File: src/hw/rtl/rob_pkg.sv
`default_nettype none

package rob_pkg;

  // Field widths of the words on the ports.
  localparam int POS_W  = 24;   // Q16.8 positions
  localparam int EXT_W  = 23;   // Q15.8 box extents
  localparam int AX_W   = 16;   // Q2.14 axis components
  localparam int DIR_W  = 16;   // Q2.14 ray direction
  localparam int IDX_W  = 10;   // box order number
  localparam int DIST_W = 23;   // Q15.8 distance on the result
  localparam int BEST_W = 24;   // kept best distance

  // Internal datapath widths.
  localparam int DIFF_W = POS_W + 1;        // difference of two positions
  localparam int MUL_W  = 26;               // shared multiplier operand
  localparam int PROD_W = 2 * MUL_W;        // shared multiplier product
  localparam int H_W    = EXT_W + 13;       // half extent in Q.22
  localparam int E_W    = 42;               // projected centre offset in Q.22
  localparam int P_W    = 32;               // projected direction in Q.28
  localparam int SQ_W   = 50;               // squared ray length
  localparam int LEN_W  = 25;               // ray length before saturation
  localparam int NUM_W  = 55;               // divider dividend
  localparam int DEN_W  = 30;               // divider divisor
  localparam int QUO_W  = 25;               // divider quotient bits
  localparam int T_W    = 26;               // saturated slab parameter
  localparam int DIR_FRAC = 14;             // fraction bits of the direction

  localparam int ROOT_STEPS = LEN_W;
  localparam logic [IDX_W-1:0]  INDEX_CAP = 10'd1023;
  localparam logic [DIST_W-1:0] DIST_MAX  = 23'h7F_FFFF;
  localparam logic [BEST_W-1:0] BEST_RESET = 24'hFF_FFFF;
  // Slab parameters are clamped to this magnitude; it lies above any ray length.
  localparam logic signed [T_W-1:0] T_LIMIT = 26'sd16777216;
  localparam logic [QUO_W-1:0] QUO_LIMIT = 25'h100_0000;
  localparam logic signed [POS_W+1:0] POS_MAX = 26'sd8388607;
  localparam logic signed [POS_W+1:0] POS_MIN = -26'sd8388608;

  typedef enum logic [1:0] {
    KIND_BEGIN  = 2'd0,
    KIND_BOX    = 2'd1,
    KIND_FINISH = 2'd2,
    KIND_NONE   = 2'd3
  } kind_t;

  typedef struct packed {
    kind_t                   kind;
    logic signed [POS_W-1:0] start_x;
    logic signed [POS_W-1:0] start_y;
    logic signed [POS_W-1:0] end_x;
    logic signed [POS_W-1:0] end_y;
    logic signed [POS_W-1:0] center_x;
    logic signed [POS_W-1:0] center_y;
    logic [EXT_W-1:0]        width;
    logic [EXT_W-1:0]        height;
    logic signed [AX_W-1:0]  cos_v;
    logic signed [AX_W-1:0]  sin_v;
    logic                    blocks;
  } item_t;

  typedef struct packed {
    logic             start;
    logic [NUM_W-1:0] num;
    logic [DEN_W-1:0] den;
  } div_req_t;

  typedef struct packed {
    logic             done;
    logic [QUO_W-1:0] quot;
  } div_rsp_t;

  typedef struct packed {
    logic                    load;
    logic                    found;
    logic [IDX_W-1:0]        index;
    logic [DIST_W-1:0]       distance;
    logic signed [POS_W-1:0] point_x;
    logic signed [POS_W-1:0] point_y;
  } res_t;

endpackage

`default_nettype wire

File: src/hw/rtl/rob_front.sv
`default_nettype none

// Accepts words, classifies them by action and holds them in a two-entry queue.
module rob_front (
  input  wire logic                           clk,
  input  wire logic                           rst,
  input  wire logic                           valid,
  output logic                                stall,
  input  wire logic [1:0]                     action,
  input  wire logic signed [rob_pkg::POS_W-1:0] ray_start_x,
  input  wire logic signed [rob_pkg::POS_W-1:0] ray_start_y,
  input  wire logic signed [rob_pkg::POS_W-1:0] ray_end_x,
  input  wire logic signed [rob_pkg::POS_W-1:0] ray_end_y,
  input  wire logic signed [rob_pkg::POS_W-1:0] box_center_x,
  input  wire logic signed [rob_pkg::POS_W-1:0] box_center_y,
  input  wire logic [rob_pkg::EXT_W-1:0]      box_width,
  input  wire logic [rob_pkg::EXT_W-1:0]      box_height,
  input  wire logic signed [rob_pkg::AX_W-1:0] axis_cos,
  input  wire logic signed [rob_pkg::AX_W-1:0] axis_sin,
  input  wire logic                           box_blocks,
  output logic                                q_valid,
  output rob_pkg::item_t                      q_item,
  input  wire logic                           q_pop
);

  rob_pkg::item_t slots [2];
  rob_pkg::item_t incoming;
  logic           wr_ptr;
  logic           rd_ptr;
  logic [1:0]     fill;
  logic           push;

  always_comb begin
    incoming.kind     = rob_pkg::kind_t'(action);
    incoming.start_x  = ray_start_x;
    incoming.start_y  = ray_start_y;
    incoming.end_x    = ray_end_x;
    incoming.end_y    = ray_end_y;
    incoming.center_x = box_center_x;
    incoming.center_y = box_center_y;
    incoming.width    = box_width;
    incoming.height   = box_height;
    incoming.cos_v    = axis_cos;
    incoming.sin_v    = axis_sin;
    incoming.blocks   = box_blocks;
  end

  assign stall   = (fill == 2'd2);
  // Words with the unused action code are taken and dropped here.
  assign push    = valid && !stall && (incoming.kind != rob_pkg::KIND_NONE);
  assign q_valid = (fill != 2'd0);
  assign q_item  = slots[rd_ptr];

  always_ff @(posedge clk) begin
    if (rst) begin
      wr_ptr <= 1'b0;
      rd_ptr <= 1'b0;
      fill   <= 2'd0;
    end else begin
      if (push) begin
        wr_ptr <= ~wr_ptr;
      end
      if (q_pop) begin
        rd_ptr <= ~rd_ptr;
      end
      case ({push, q_pop})
        2'b10:   fill <= fill + 2'd1;
        2'b01:   fill <= fill - 2'd1;
        default: fill <= fill;
      endcase
    end
  end

  always_ff @(posedge clk) begin
    if (push) begin
      slots[wr_ptr] <= incoming;
    end
  end

endmodule

`default_nettype wire

File: config.mk
export PLATFORM = sky130hd
export DESIGN_NAME = rob_front
export DESIGN_NICKNAME = d
export VERILOG_FILES = /design/src/hw/rtl/rob_pkg.sv /design/src/hw/rtl/rob_front.sv
export SDC_FILE = /design/constraint.sdc
export NUM_CORES = 1
export LEC_CHECK = 0
export BUFFER_PORTS_ARGS = -buffer_cell sky130_fd_sc_hd__buf_2
export CAP_MARGIN = 20
export CORE_AREA = 2 2 175 177
export CTS_CLUSTER_SIZE = 8
export DETAILED_ROUTE_END_ITERATION = 10
export DIE_AREA = 0 0 177 179
export GPL_TIMING_DRIVEN = 0
export PLACE_DENSITY_LB_ADDON = 0.3
export SKIP_CTS_REPAIR_TIMING = 1
export SLEW_MARGIN = 0
export SYNTH_ARGS = -nofsm -noshare
export SYNTH_HDL_FRONTEND = slang
export SYNTH_SLANG_ARGS = --single-unit
File: constraint.sdc
create_clock -name clk -period 32 [get_ports clk]
set_clock_uncertainty 0.2 [all_clocks]
set_input_delay 4.8 -clock clk [delete_from_list [all_inputs] [get_ports clk]]
set_output_delay 4.8 -clock clk [all_outputs]
set_load 0.01 [all_outputs]
==> flow_summary.toml <==
[placement]
post-dp-hpwl_mm = 25.1
gp_congestion = 0.752
portBuffers = 455
dp_cells = 1594

[synth]
yosysSeqAreaShare = 0.825
synth_ff_type = "edfxtp_1"
yosysUniqueCellTypes = 17
syn_nets = 955
syn-cell-area_um2 = 16500
synth-edff-count = 450
ys_async_sr_fraction = 0
syn_inst = 725
yosys_register_bits = 455
avgSynthCellArea_um2 = 22.8
yosysWarnings = 0

[global_routing]
first_global_vias = 9088
track_usage = 0.215
grt_first_pass_wirelength_mm = 50.1
antenna_found_initial = 11
overflow = 0
grt_max_degree = 33

[run]
cap_violations = 0

[final_layout]
final_layout_size_suffix_gt1_frac = 0.626
multi_input_comb_area_um2 = 2670
fillers = 1858
syn2layout_area_growth_pct = 30.5
final_nets = 1496
final_core_util = 0.717
regArea_um2 = 13600
final_cells = 1681

[pwr]
switching_share = 0.221
leakage_nw = 8.09
ir_worst_vdd_mv = 0.0590
p_per_area_nw_per_um2 = 70.1
p_sw_mw = 0.333
pwr-share-seq = 0.477
p_clk_frac = 0.401
p_comb_frac = 0.121
p_int_mw = 1.18

[timing]
report.final.slew_viol_count = 0
setup_viol = 0
min_period_ps = 7040
slew_headroom = 0.652
rsz0062_at_grt = "no"
hold_ws_ps = 304
fmax_mhz = 142
hold_viol = 0
finalCritPeriodShare = 0.220
tightest_slew_ps = 520
tns_ps = 0

[run_status]
outcome = "finished clean"

[die]
fp.dieArea_um2 = 31700
rows = 64
ioPinCount = 456
core_um2 = 30000
die_w_um = 177
initial_core_util = 0.549
fp.dieH_um = 179

[setup_path]
cp_slowest_cell = "mux2_2"
cp.required_ps = 27000
cp.arrival_ps = 2040
cp_max_fo = 10
max_stage_delay_ps = 350
reg2reg_slack_ps = 29350
endpoint_kind = "output port"
r2r-end = "slots[0][149]"
rr_worst_depth = 7
start_kind = "register"
crit_type = "register to output port"
path_cells = "buf_2, buf_6, buf_6, mux2_2, buf_2"
r2r_start = "fill[0]"

[min_path]
min_from = "fill[1]"
hold_path_end = "fill[1]"
min_path_cells = 2
hold_path.class = "register to register"

[cts]
cts_buffers = 66
clk_pin_slew_worst_paths_ps = 50
clkLatencyLatePin_ps = 530
clock_tree.buffer_depth = 3
cts_sinks = 455
cts_tree = "built"
htreeDepth = 3
root_buffer = "clkbuf_16"

[detailed_routing]
routed_wl_mm = 35.6
viasPerCell = 5.20
ant_nets = 0
dr.pass1.iters = 4
route.detailed.drc = 0
routedWlPerCell_um = 21.2
dr_total_vias = 8735
drt_iter0_drc = 506
-- critical path, delay by kind of cell, from the launching register on --
family / cells / cell delay [ps]
buffers and inverters: 4 / 860
flip-flops: 1 / 290
multiplexers: 1 / 350
-- cells in the final DEF, fill, tap and decap left out --
cell,n
a21oi_1,1
buf_12,12
buf_16,6
buf_2,463
buf_6,17
clkbuf_1,6
clkbuf_16,69
clkinv_8,4
dfxtp_1,5
diode_2,8
edfxtp_1,450
ha_1,1
inv_1,1
mux2_2,226
nand2_1,1
nand3b_1,1
nor2_1,5
nor2_4,2
nor2b_1,1
o21ai_0,1
or2_2,1
or3_1,1
xnor2_1,2
xor2_1,1
-- area by class of cell --
class	count	area share
inverter	1	0.000174
clock inverter	4	0.00302
buffer	25	0.0108
sequential	455	0.632
tap	396	0.0230
multi-input combinational	244	0.124
timing repair buffer	473	0.125
antenna	8	0.000930
clock buffer	75	0.0813
-- synth_stat cells, types with 2 or more instances --
cell type  instances  area share
buf_6             17       0.012
dfxtp_1            5      0.0061
edfxtp_1         450        0.82
nor2_1             7      0.0016
mux2_2           226        0.15
xnor2_1            2      0.0011
buf_2              8      0.0024
-- flip-flops by register name (all words and copies together) (netlist names), named ones only --
name    flops
fill        2
wr_ptr      1
slots     450
rd_ptr      1
-- metal layers --
metal | track usage | vias up | share of wire
li1 | - | 3980 | -
met1 | 0.224 | 4260 | 0.34
met2 | 0.375 | 405 | 0.52
met3 | 0.0912 | 80 | 0.10
met4 | 0.103 | 10 | 0.032
met5 | 0 | - | 0.0018
-- power by group through the flow --
stage | registers (mW) | clock network, mW | logic (mW)
6_report | 0.720 | 0.606 | 0.183
5_1_grt | 0.723 | 0.643 | 0.197
4_1_cts | 0.720 | 0.618 | 0.186
3_5_place_dp | 0.731 | 0 | 0.184
3_3_place_gp | 0.758 | 0 | 0.168
2_1_floorplan | 0.746 | 0 | 0.0965
-- kinds of logic (layout without fill, tap and decap cells) --
logic type | count (synthesis) | count (layout) | synth area share
adder cells (fa/ha/maj) | 1 | 1 | 0.000758
AO/OA/AOI/OAI | 2 | 2 | 0.000606
other | 0 | 8 | 0
flip-flops | 455 | 455 | 0.825
AND/OR/NAND/NOR | 12 | 12 | 0.00341
multiplexers | 226 | 226 | 0.154
buffers and inverters | 26 | 578 | 0.0143
XOR/XNOR | 3 | 3 | 0.00159
-- worst max path at each step --
stage	endpoint	startpoint	depth (start not counted)	slack, ps
5_1_grt	q_item[119]	register	5	24850
3_5_place_dp	slots[1][97]	action[1]	8	24860
3_3_place_gp	slots[1][28]	action[0]	4	11150
6_report	q_item[119]	register	5	24960
4_1_cts	q_item[119]	register	5	24860
2_1_floorplan	slots[0][0]	action[0]	3	16660
-- per-stage QoR --
step                      total power, mW  setup slack [ps]  area (um^2)
after global placement              0.926             11150        19300
final                                1.51             24960        21500
after detailed placement            0.915             24860        19700
after floorplan                     0.842             16660        16500
after CTS                            1.52             24860        21500
after global routing                 1.56             24850        21500
Power figures use the tool's default switching activity.
