<file path="src/hw/rtl/rob_pkg.sv">
`default_nettype none

package rob_pkg;

  // Field widths of the words on the ports.
  localparam int POS_W  = 24;   // Q16.8 positions
  localparam int EXT_W  = 23;   // Q15.8 box extents
  localparam int AX_W   = 16;   // Q2.14 axis components
  localparam int DIR_W  = 16;   // Q2.14 ray direction
  localparam int IDX_W  = 10;   // box order number
  localparam int DIST_W = 23;   // Q15.8 distance on the result
  localparam int BEST_W = 24;   // kept best distance

  // Internal datapath widths.
  localparam int DIFF_W = POS_W + 1;        // difference of two positions
  localparam int MUL_W  = 26;               // shared multiplier operand
  localparam int PROD_W = 2 * MUL_W;        // shared multiplier product
  localparam int H_W    = EXT_W + 13;       // half extent in Q.22
  localparam int E_W    = 42;               // projected centre offset in Q.22
  localparam int P_W    = 32;               // projected direction in Q.28
  localparam int SQ_W   = 50;               // squared ray length
  localparam int LEN_W  = 25;               // ray length before saturation
  localparam int NUM_W  = 55;               // divider dividend
  localparam int DEN_W  = 30;               // divider divisor
  localparam int QUO_W  = 25;               // divider quotient bits
  localparam int T_W    = 26;               // saturated slab parameter
  localparam int DIR_FRAC = 14;             // fraction bits of the direction

  localparam int ROOT_STEPS = LEN_W;
  localparam logic [IDX_W-1:0]  INDEX_CAP = 10'd1023;
  localparam logic [DIST_W-1:0] DIST_MAX  = 23'h7F_FFFF;
  localparam logic [BEST_W-1:0] BEST_RESET = 24'hFF_FFFF;
  // Slab parameters are clamped to this magnitude; it lies above any ray length.
  localparam logic signed [T_W-1:0] T_LIMIT = 26'sd16777216;
  localparam logic [QUO_W-1:0] QUO_LIMIT = 25'h100_0000;
  localparam logic signed [POS_W+1:0] POS_MAX = 26'sd8388607;
  localparam logic signed [POS_W+1:0] POS_MIN = -26'sd8388608;

  typedef enum logic [1:0] {
    KIND_BEGIN  = 2'd0,
    KIND_BOX    = 2'd1,
    KIND_FINISH = 2'd2,
    KIND_NONE   = 2'd3
  } kind_t;

  typedef struct packed {
    kind_t                   kind;
    logic signed [POS_W-1:0] start_x;
    logic signed [POS_W-1:0] start_y;
    logic signed [POS_W-1:0] end_x;
    logic signed [POS_W-1:0] end_y;
    logic signed [POS_W-1:0] center_x;
    logic signed [POS_W-1:0] center_y;
    logic [EXT_W-1:0]        width;
    logic [EXT_W-1:0]        height;
    logic signed [AX_W-1:0]  cos_v;
    logic signed [AX_W-1:0]  sin_v;
    logic                    blocks;
  } item_t;

  typedef struct packed {
    logic             start;
    logic [NUM_W-1:0] num;
    logic [DEN_W-1:0] den;
  } div_req_t;

  typedef struct packed {
    logic             done;
    logic [QUO_W-1:0] quot;
  } div_rsp_t;

  typedef struct packed {
    logic                    load;
    logic                    found;
    logic [IDX_W-1:0]        index;
    logic [DIST_W-1:0]       distance;
    logic signed [POS_W-1:0] point_x;
    logic signed [POS_W-1:0] point_y;
  } res_t;

endpackage

`default_nettype wire

</file>
<file path="src/hw/rtl/rob_div.sv">
`default_nettype none

// Restoring divider, one quotient bit per cycle. Quotients that do not fit in
// QUO_W bits come back as all ones.
module rob_div (
  input  wire logic              clk,
  input  wire logic              rst,
  input  wire rob_pkg::div_req_t req,
  output rob_pkg::div_rsp_t      rsp
);

  logic                        busy;
  logic                        done;
  logic [4:0]                  cnt;
  logic [rob_pkg::DEN_W-1:0]   rem;
  logic [rob_pkg::QUO_W-1:0]   nlo;
  logic [rob_pkg::DEN_W-1:0]   den;
  logic [rob_pkg::QUO_W-1:0]   quot;
  logic                        ovf;
  logic [rob_pkg::DEN_W:0]     trial;
  logic [rob_pkg::DEN_W:0]     diff;
  logic                        ge;

  assign trial = {rem, nlo[rob_pkg::QUO_W-1]};
  assign ge    = (trial >= {1'b0, den});
  assign diff  = trial - {1'b0, den};

  always_ff @(posedge clk) begin
    if (rst) begin
      busy <= 1'b0;
      done <= 1'b0;
      cnt  <= '0;
    end else begin
      done <= 1'b0;
      if (req.start) begin
        busy <= 1'b1;
        cnt  <= 5'(rob_pkg::QUO_W);
      end else if (busy) begin
        cnt <= cnt - 5'd1;
        if (cnt == 5'd1) begin
          busy <= 1'b0;
          done <= 1'b1;
        end
      end
    end
  end

  always_ff @(posedge clk) begin
    if (req.start) begin
      rem  <= req.num[rob_pkg::NUM_W-1:rob_pkg::QUO_W];
      nlo  <= req.num[rob_pkg::QUO_W-1:0];
      den  <= req.den;
      ovf  <= (req.num[rob_pkg::NUM_W-1:rob_pkg::QUO_W] >= req.den);
      quot <= '0;
    end else if (busy) begin
      rem  <= ge ? diff[rob_pkg::DEN_W-1:0] : trial[rob_pkg::DEN_W-1:0];
      nlo  <= {nlo[rob_pkg::QUO_W-2:0], 1'b0};
      quot <= {quot[rob_pkg::QUO_W-2:0], ge};
    end
  end

  assign rsp.done = done;
  assign rsp.quot = ovf ? '1 : quot;

endmodule

`default_nettype wire

</file>
<file path="config.mk">
export PLATFORM = sky130hd
export DESIGN_NAME = rob_div
export DESIGN_NICKNAME = d
export VERILOG_FILES = /design/src/hw/rtl/rob_pkg.sv /design/src/hw/rtl/rob_div.sv
export SDC_FILE = /design/constraint.sdc
export NUM_CORES = 1
export LEC_CHECK = 0
export ABC_AREA = 1
export BUFFER_PORTS_ARGS = -buffer_cell sky130_fd_sc_hd__buf_2
export CAP_MARGIN = 0
export CELL_PAD_IN_SITES_DETAIL_PLACEMENT = 0
export CELL_PAD_IN_SITES_GLOBAL_PLACEMENT = 1
export CORE_AREA = 2 2 167 128
export DETAILED_ROUTE_END_ITERATION = 12
export DIE_AREA = 0 0 169 130
export MAX_ROUTING_LAYER = met4
export PLACE_DENSITY = 0.76
export SETUP_SLACK_MARGIN = 0.5
export SLEW_MARGIN = 20
export SYNTH_ARGS = -nofsm -noshare
export SYNTH_HDL_FRONTEND = slang
export SYNTH_SLANG_ARGS = --single-unit
</file>
<file path="constraint.sdc">
create_clock -name clk -period 4.9 [get_ports clk]
set_clock_uncertainty 0.15 [all_clocks]
set_input_delay 0.98 -clock clk [delete_from_list [all_inputs] [get_ports clk]]
set_output_delay 0.98 -clock clk [all_outputs]
set_load 0.02 [all_outputs]
</file>
==> summary.md, run 1 <==
| Metric | Value |
|---|---|
| Netlist cell types | `38` |
| Fraction of layout cells with a size suffix above 1 | `0.132` |
| Leading area contributor after synthesis | `edfxtp_1` |
| Hold Vio Cnt, Final | `0` |
| Via count | `approximately 7000` |
| Antenna violations before repair | `0` |
| Register bit total from synthesis | `118` |
| Global-route wire length before repair | `approximately 34000 µm` |
| Worst slew pin tran | `1.08 ns` |
| Hold_buf cts | `0` |
| Initial core utilization | `0.388` |
| Wirelength per Cell | `13.9 µm` |
| Sequential area share after synthesis | `0.403` |
| Worst path required time | `4.93 ns` |
| CP Capture Type | `register` |
| Synth Cell Area | `7990 µm²` |
| Worst slew margin | `0.279` |
| Most common cell on crit path | `nand2_1` |
| Most common cell after layout, fill and taps aside | `nand2_1` |
| Leak | `slightly below 5 nW` |
| Worst setup SP type | `register` |
| Vias/cell | `4.74` |
| Syn avg cell area | `7.26 µm²` |
| Routed wire length | `20700 µm` |
| Final setup TNS | `0 ns` |
| CP max stage delay | `0.51 ns` |
| Post-Place Setup Slack | `1.81 ns` |
| Root buffer cell | `clkbuf_16` |
| Leading cell types in the layout, fill and taps excluded | `nand2_1 (396), inv_1 (189), buf_2 (112)` |
| Total GRT Usage | `0.200` |
| Layout Nets | `between 1000 and 1500` |
| Final setup violation count | `0` |
| Crit-path max FO | `54` |
| Routability cong. | `0.885` |
| Num CTS Buffers | `17` |
| Chip width | `about 170 µm` |
| Tmin final | `3.10 ns` |
| Antenna fix cells | `0` |
| CP arrival | `3.13 ns` |
| Power density over the cells | `410 nW/µm²` |
| Detail Placement HPWL | `approximately 16000 µm` |
| 1st-iter DRT viols | `452` |
| Top cell type's share of synthesized area | `0.323` |
| Syn nets | `~1300` |
| Total Power Consumption | `3.84 mW` |
| Die Ht | `130 µm` |
| Post-route ant nets | `0` |
| Largest net degree at the start of global routing | `82` |
| Vias in the first global route | `6525` |
| Max VDD drop | `221 µV` |
| Critical path's slowest cell | `nand3_4` |
| Post-route cell area | `9360 µm²` |
| DP Area | `just under 9000 µm²` |
| CTS Sinks | `between 100 and 150` |
| GR Overflow Total | `0` |
| Worst-skew pair later-pin latency | `0.43 ns` |
| Post-route setup slack | `around 1.8 ns` |
| Final period utilization | `0.633` |
| H-Tree Depth | `4` |
| FP Rows | `46` |
| Filler instances | `between 2000 and 2500` |
| Synth top area cells | `edfxtp_1 (32%), nand2_1 (19%), ha_1 (9.7%)` |
| First-pass detailed-route iteration total | `5` |
| Util after Layout | `0.454` |
| Clock slew at reported path FFs | `0.06 ns` |
| Core footprint | `20600 µm²` |
| CTS max path bufs | `2` |
| Drt drc | `0` |
| Unrepaired setup endpoints after global routing | `no` |
| Outcome | `finished, final reports clean` |
| Cells after Synth | `1101` |
| Final Max Slew Viols | `0` |
| Post_cts resized | `0` |
| F_max | `roughly 320 MHz` |
| Synth warn | `0` |
| Area of the die | `22000 µm²` |
| Max Cap Viol | `0` |
| PortBufs | `about 110` |
| Crit path buf inv count | `0` |
| R2R setup slack | `around 1.8 ns` |
| # Post-CTS Setup Buffers | `0` |
| Worst Hold Class | `register to register` |
| Syn-to-layout area delta | `17.1%` |
| CTS tree | `built` |
| Critical path class | `register to register` |
| CP cell instances | `ha_1, nand2_1, nor2_1, nand2_1, nor3_1, nand2_1, nand3_4, nand3_1, nand2_1, nand2_1` |
| Critical path's top delay family | `simple AND/OR/NAND/NOR gates` |
| I/O pins | `114` |
==> cell type report <==
cell class / count / area [µm²] / area share
well taps: 264 / 330 / 0.0353
clock buffers: 17 / 425 / 0.0455
flip-flops and latches: 118 / 3220 / 0.345
repair buffers: 115 / 583 / 0.0623
clock inverters: 15 / 158 / 0.0169
inverters: 191 / 717 / 0.0766
multi-input cells: 767 / 3920 / 0.419
==> metrics by stage <==
step | instances | hold WS, ns
2_1_floorplan | 1101 | 0.291
3_3_place_gp | 1455 | 0.311
3_5_place_dp | 1455 | 0.316
4_1_cts | 1487 | 0.325
5_1_grt | 1487 | 0.342
6_report | 1487 | 0.323
==> worst reg2reg max path: stages (launching register included) <==
cell	delay [ns]
edfxtp_1	0.42
ha_1	0.41
nand2_1	0.15
nor2_1	0.28
nand2_1	0.14
nor3_1	0.21
nand2_1	0.13
nand3_4	0.51
nand3_1	0.28
nand2_1	0.13
nand2_1	0.05
==> per-layer routing <==
| layer | vias to the layer above | global-route usage | wire [µm] |
|---|---|---|---|
| met1 | 3145 | 0.300 | 11300 |
| met4 | 0 | 0.0603 | 320 |
| met3 | 23 | 0.0322 | 930 |
| met2 | 151 | 0.275 | 8100 |
| met5 | - | - | 0 |
| li1 | 3731 | - | - |
==> worst paths after layout <==
check	start	end	cells past startpoint
worst min-delay path	cnt[3]	cnt[3]	2
worst max register to register	rem[14]	rem[21]	10
worst min register to register	cnt[3]	cnt[3]	2
worst max-delay path	rem[14]	rem[21]	10
==> kinds of logic (layout without fill, tap and decap cells) <==
family	after synthesis	count (layout)	synth area share
adder cells (fa/ha/maj)	63	63	0.0996
flip-flops	118	118	0.403
buffers and inverters	216	338	0.107
AO/OA/AOI/OAI	93	93	0.0675
XOR/XNOR	15	15	0.0164
AND/OR/NAND/NOR	596	596	0.306
==> cell usage after synthesis <==
cell type / n
a21boi_0: 1
o21ai_2: 3
dfxtp_1: 32
o22ai_1: 24
buf_2: 3
o211ai_1: 2
a21oi_1: 35
nand3_4: 1
xnor2_1: 13
a211oi_1: 1
clkbuf_1: 12
buf_1: 2
edfxtp_1: 86
nor4_1: 1
a31oi_1: 3
nor3_1: 5
nand2_2: 1
o21bai_1: 6
xor2_1: 2
nand3_1: 63
inv_1: 189
o21ai_1: 4
nand4_1: 17
nand2_1: 397
inv_2: 2
o21ai_0: 13
nor3_2: 1
buf_6: 3
fa_1: 1
o41ai_1: 1
nand3b_1: 7
or4_1: 1
and2_1: 5
nor2_2: 2
ha_1: 62
buf_4: 5
or2_2: 3
nor2_1: 92
==> flip-flops by register name (all words and copies together) (netlist names) <==
register / cells
busy: 1
quot: 25
rem: 30
done: 1
cnt: 5
nlo: 25
den: 30
ovf: 1
==> power by group <==
part / switching, mW / internal, mW / total, mW / leakage, nW
logic: 0.859 / 0.458 / 1.32 / 3.41
clock network: 0.536 / 0.720 / 1.26 / 0.276
registers: 0.0549 / 1.21 / 1.27 / 1.12
(Power assumes the default switching activity.)
==> run 2, diff against run 1 <==
- clock period: 4.9 -> 2.88 ns (I/O delays scaled with it)
==> summary.md, run 2 (synthesized netlist as in run 1, its figures left out) <==
| Metric | Value |
|---|---|
| F_max | `slightly above 400 MHz` |
| Wirelength per Cell | `15.2 µm` |
| Power density over the cells | `707 nW/µm²` |
| Worst flop-to-flop path startpoint | `rem[23]` |
| Chip width | `169 µm` |
| First-pass detailed-route iteration total | `5` |
| Post-route cell area | `between 10000 and 15000 µm²` |
| Final setup TNS | `0 ns` |
| Final period utilization | `0.854` |
| Clock slew at reported path FFs | `0.06 ns` |
| Max VDD drop | `431 µV` |
| Hold Vio Cnt, Final | `0` |
| CTS max path bufs | `2` |
| Post-Place Setup Slack | `0.275 ns` |
| CTS Sinks | `~120` |
| Antenna fix cells | `0` |
| H-Tree Depth | `4` |
| 1st-iter DRT viols | `510` |
| Fraction of layout cells with a size suffix above 1 | `0.300` |
| CTS tree | `built` |
| CP arrival | `2.47 ns` |
| Util after Layout | `0.531` |
| Post-route ant nets | `0` |
| Max Cap Viol | `0` |
| FP Rows | `46` |
| Num CTS Buffers | `17` |
| Outcome | `finished, final reports clean` |
| Total GRT Usage | `0.220` |
| Largest net degree at the start of global routing | `60` |
| DP Area | `8890 µm²` |
| Hold_sp | `req[13]` |
| Worst setup startpoint | `rem[23]` |
| Worst Hold Class | `input port to register` |
| Worst slew margin | `0.586` |
| Layout Nets | `1443` |
| Post-route setup slack | `0.420 ns` |
| Unrepaired setup endpoints after global routing | `yes` |
| Global-route wire length before repair | `between 30000 and 40000 µm` |
| Leak | `5.38 nW` |
| Worst slew pin tran | `0.620 ns` |
| Detail Placement HPWL | `16300 µm` |
| Vias in the first global route | `7060` |
| PortBufs | `113` |
| Antenna violations before repair | `0` |
| Syn-to-layout area delta | `37.0%` |
| GR Overflow Total | `0` |
| CP Capture Type | `register` |
| Routed wire length | `23900 µm` |
| Final Max Slew Viols | `0` |
| Worst path required time | `2.89 ns` |
| Top flop regs | `den (30), rem (30)` |
| Final setup violation count | `0` |
| I/O pins | `114` |
| Hold slack final | `0.194 ns` |
| Worst-skew pair later-pin latency | `0.42 ns` |
| Area of the die | `22000 µm²` |
| Crit-path max FO | `7` |
| Leading cell types in the layout, fill and taps excluded | `nand2_1 (347), inv_1 (169), buf_2 (112)` |
| Vias/cell | `slightly below 5` |
| Die Ht | `between 100 and 150 µm` |
| Drt drc | `0` |
| Routability cong. | `0.928` |
| Tmin final | `between 2 and 2.5 ns` |
| Worst setup SP type | `register` |
| Critical path class | `register to register` |
| Root buffer cell | `clkbuf_16` |
| Initial core utilization | `0.388` |
| Most common cell after layout, fill and taps aside | `nand2_1` |
| Via count | `7602` |
| Core footprint | `20600 µm²` |
[run 2: changes by cell type in the layout (fill, tap and decap cells not counted), sizes merged]
cell	before	now
buf	115	195
inv	201	198
clkinv	0	4
clkinvlp	4	3
clkbuf	17	19
[run 2: layout make-up]
cell class	instances	area, µm²
Sequential cell	118	3220
Inverter	191	719
Clock inverter	15	145
Fill cell	2005	9650
Clock buffer	17	425
Timing Repair Buffer	197	1370
Tap cell	264	330
Multi-Input combinational cell	767	4740
[run 2: worst max-delay path: stages, from the launching register on]
cell	delay [ns]
edfxtp_1	0.46
ha_4	0.36
nand4_1	0.24
nor3_2	0.24
nand2_1	0.12
nand3_4	0.14
buf_6	0.14
buf_12	0.14
nand2_1	0.06
nand3_1	0.08
o21ai_0	0.08
[run 2: worst paths after layout]
check                  to  slack (ns)  cells past startpoint
setup / recovery   rem[0]        0.42                     10
hold / removal    den[13]        0.19                      1
setup reg to reg   rem[0]        0.42                     10
hold reg to reg    cnt[4]        0.32                      2
[run 2: metal layers]
layer	track usage	wire length, µm	vias to the layer above
met5	-	0	-
met4	0.0437	206	0
met3	0.0373	1320	16
met2	0.318	10000	203
met1	0.323	12300	3484
li1	-	-	3899
[run 2: where the power goes]
part / switching, mW / internal [mW]
Combinational: 1.91 / 1.54
Sequential: 0.139 / 2.06
Clock: 0.880 / 1.21
[run 2: what timing repair did]
action / in CTS / in global routing
buffers inserted: 39 / 25
hold buffers: 0 / 0
resized for setup: 107 / 89
gates cloned: 4 / 2
pin swaps: 40 / 61
endpoints found under the setup margin: 31 / 31
[run 2: stage by stage]
step | instances | power, mW
6_report | 1569 | 7.75
5_1_grt | 1569 | 8.20
4_1_cts | 1542 | 7.31
3_5_place_dp | 1467 | 4.47
3_3_place_gp | 1467 | 4.46
2_1_floorplan | 1101 | 3.84
==> run 3, diff against run 2 <==
- CAP_MARGIN: 0 -> 15
- MAX_ROUTING_LAYER: met4 -> unset
- RECOVER_POWER: unset -> 100
==> summary.md, run 3 (synthesized netlist as in run 1, its figures left out) <==
| Metric | Value |
|---|---|
| Clock slew at reported path FFs | `0.07 ns` |
| Initial core utilization | `0.388` |
| Post-route cell area | `10500 µm²` |
| Power density over the cells | `696 nW/µm²` |
| Antenna fix cells | `0` |
| CP Capture Type | `register` |
| Detail Placement HPWL | `15900 µm` |
| Chip width | `169 µm` |
| Root buffer cell | `clkbuf_16` |
| Met1 Use GR | `0.318` |
| CP arrival | `~2.5 ns` |
| Total Power Consumption | `7.31 mW` |
| GR peak layer | `met1` |
| Worst flop-to-flop path startpoint | `rem[1]` |
| Top flop regs | `den (30), rem (30)` |
| Total GRT Usage | `0.210` |
| Fraction of layout cells with a size suffix above 1 | `0.218` |
| Worst path required time | `about 2.9 ns` |
| Post-route setup slack | `0.382 ns` |
| GR Overflow Total | `0` |
| Worst Hold Class | `input port to register` |
| R2R setup slack | `approximately 0.38 ns` |
| F_max | `400 MHz` |
| Core footprint | `20600 µm²` |
| Worst-skew pair later-pin latency | `0.42 ns` |
| Grt met3 use | `0.0346` |
| Leak | `5.11 nW` |
| Hold_sp | `req[13]` |
| Most common cell after layout, fill and taps aside | `nand2_1` |
| I/O pins | `114` |
| H-Tree Depth | `4` |
| GRT met2 Usage | `0.311` |
| Tmin final | `2.50 ns` |
| PortBufs | `113` |
| Worst slew pin tran | `1.20 ns` |
| FP Rows | `46` |
| DP Area | `8880 µm²` |
| Final period utilization | `0.867` |
| Final setup TNS | `0 ns` |
| 1st-iter DRT viols | `~610` |
| CTS Sinks | `118` |
| Final Max Slew Viols | `0` |
| Max VDD drop | `between 400 and 500 µV` |
| Num CTS Buffers | `17` |
| Worst setup startpoint | `rem[1]` |
| CTS max path bufs | `2` |
| Final setup violation count | `0` |
| Worst slew margin | `0.203` |
| Vias in the first global route | `6930` |
| CTS tree | `built` |
| Syn-to-layout area delta | `31.5%` |
| Layout Nets | `1426` |
| Max Cap Viol | `0` |
| Crit-path max FO | `6` |
| Post-Place Setup Slack | `0.289 ns` |
| Wirelength per Cell | `14.6 µm` |
| Post-route ant nets | `0` |
| Drt drc | `0` |
| Leading cell types in the layout, fill and taps excluded | `nand2_1 (368), inv_1 (180), edfxtp_1 (86)` |
| Via count | `approximately 7400` |
| Area of the die | `22000 µm²` |
| Routed wire length | `roughly 23000 µm` |
| Die Ht | `approximately 130 µm` |
| First-pass detailed-route iteration total | `5` |
| Unrepaired setup endpoints after global routing | `yes` |
| Critical path class | `register to register` |
| Outcome | `finished, final reports clean` |
| Hold_buf cts | `0` |
| Routability cong. | `0.918` |
| Hold Vio Cnt, Final | `0` |
| Global-route wire length before repair | `36000 µm` |
| Antenna violations before repair | `0` |
| Vias/cell | `4.80` |
| Worst setup SP type | `register` |
| Largest net degree at the start of global routing | `slightly above 100` |
==> run 3: cell count changes in the layout (fill, tap and decap cells not counted), sizes merged <==
cell and delta:
bufinv -1, inv -1, clkinvlp -2, clkbuf +47, clkinv +4, buf -64
==> run 3: path summary, 6_finish.rpt <==
path / to / cells after the start
min reg2reg: cnt[3] / 2
max: rem[21] / 13
max reg2reg: rem[21] / 13
min: den[13] / 1
==> run 3: critical path, cell delays in order (launching register included) <==
cell and delay (ns):
edfxtp_1 0.39, ha_1 0.35, clkbuf_1 0.18, nand2_1 0.10
inv_1 0.11, nand3_1 0.09, nor3_2 0.15, nand2_1 0.11
nand3_4 0.11, buf_6 0.15, buf_12 0.13, nand3_1 0.09
nand2_1 0.08, nand2_1 0.06
==> run 3: cell type report <==
type / instances / area, µm²
clock inverter: 15 / 124
multi-input combinational: 767 / 4570
sequential: 118 / 3220
timing repair buffer: 180 / 1120
inverter: 191 / 717
clock buffer: 17 / 425
fill: 2050 / 10100
tap: 264 / 330
==> run 3: power by group <==
| group | switching (mW) | total [mW] | internal, mW |
|---|---|---|---|
| Combinational | 1.76 | 3.10 | 1.34 |
| Clock | 0.892 | 2.02 | 1.12 |
| Sequential | 0.129 | 2.19 | 2.07 |
==> run 3: stage by stage <==
step           utilization  instances  hold slack (ns)
2_1_floorplan            -       1101            0.291
3_3_place_gp         0.431       1465            0.309
3_5_place_dp         0.431       1465            0.316
4_1_cts              0.501       1536            0.174
5_1_grt              0.510       1552            0.179
6_report             0.510       1552            0.188
==> run 3: layer usage <==
layer / vias up / routed length (µm)
met2: 195 / 9330
li1: 3862 / -
met5: - / 0
met3: 20 / 1150
met1: 3370 / 11900
met4: 0 / 262
==> run 3: what timing repair did <==
item,4_1_cts,5_1_grt
setup endpoints to repair,31,30
buffers inserted,36,16
cloned,3,0
pin swaps,31,34
gates resized for setup,84,53
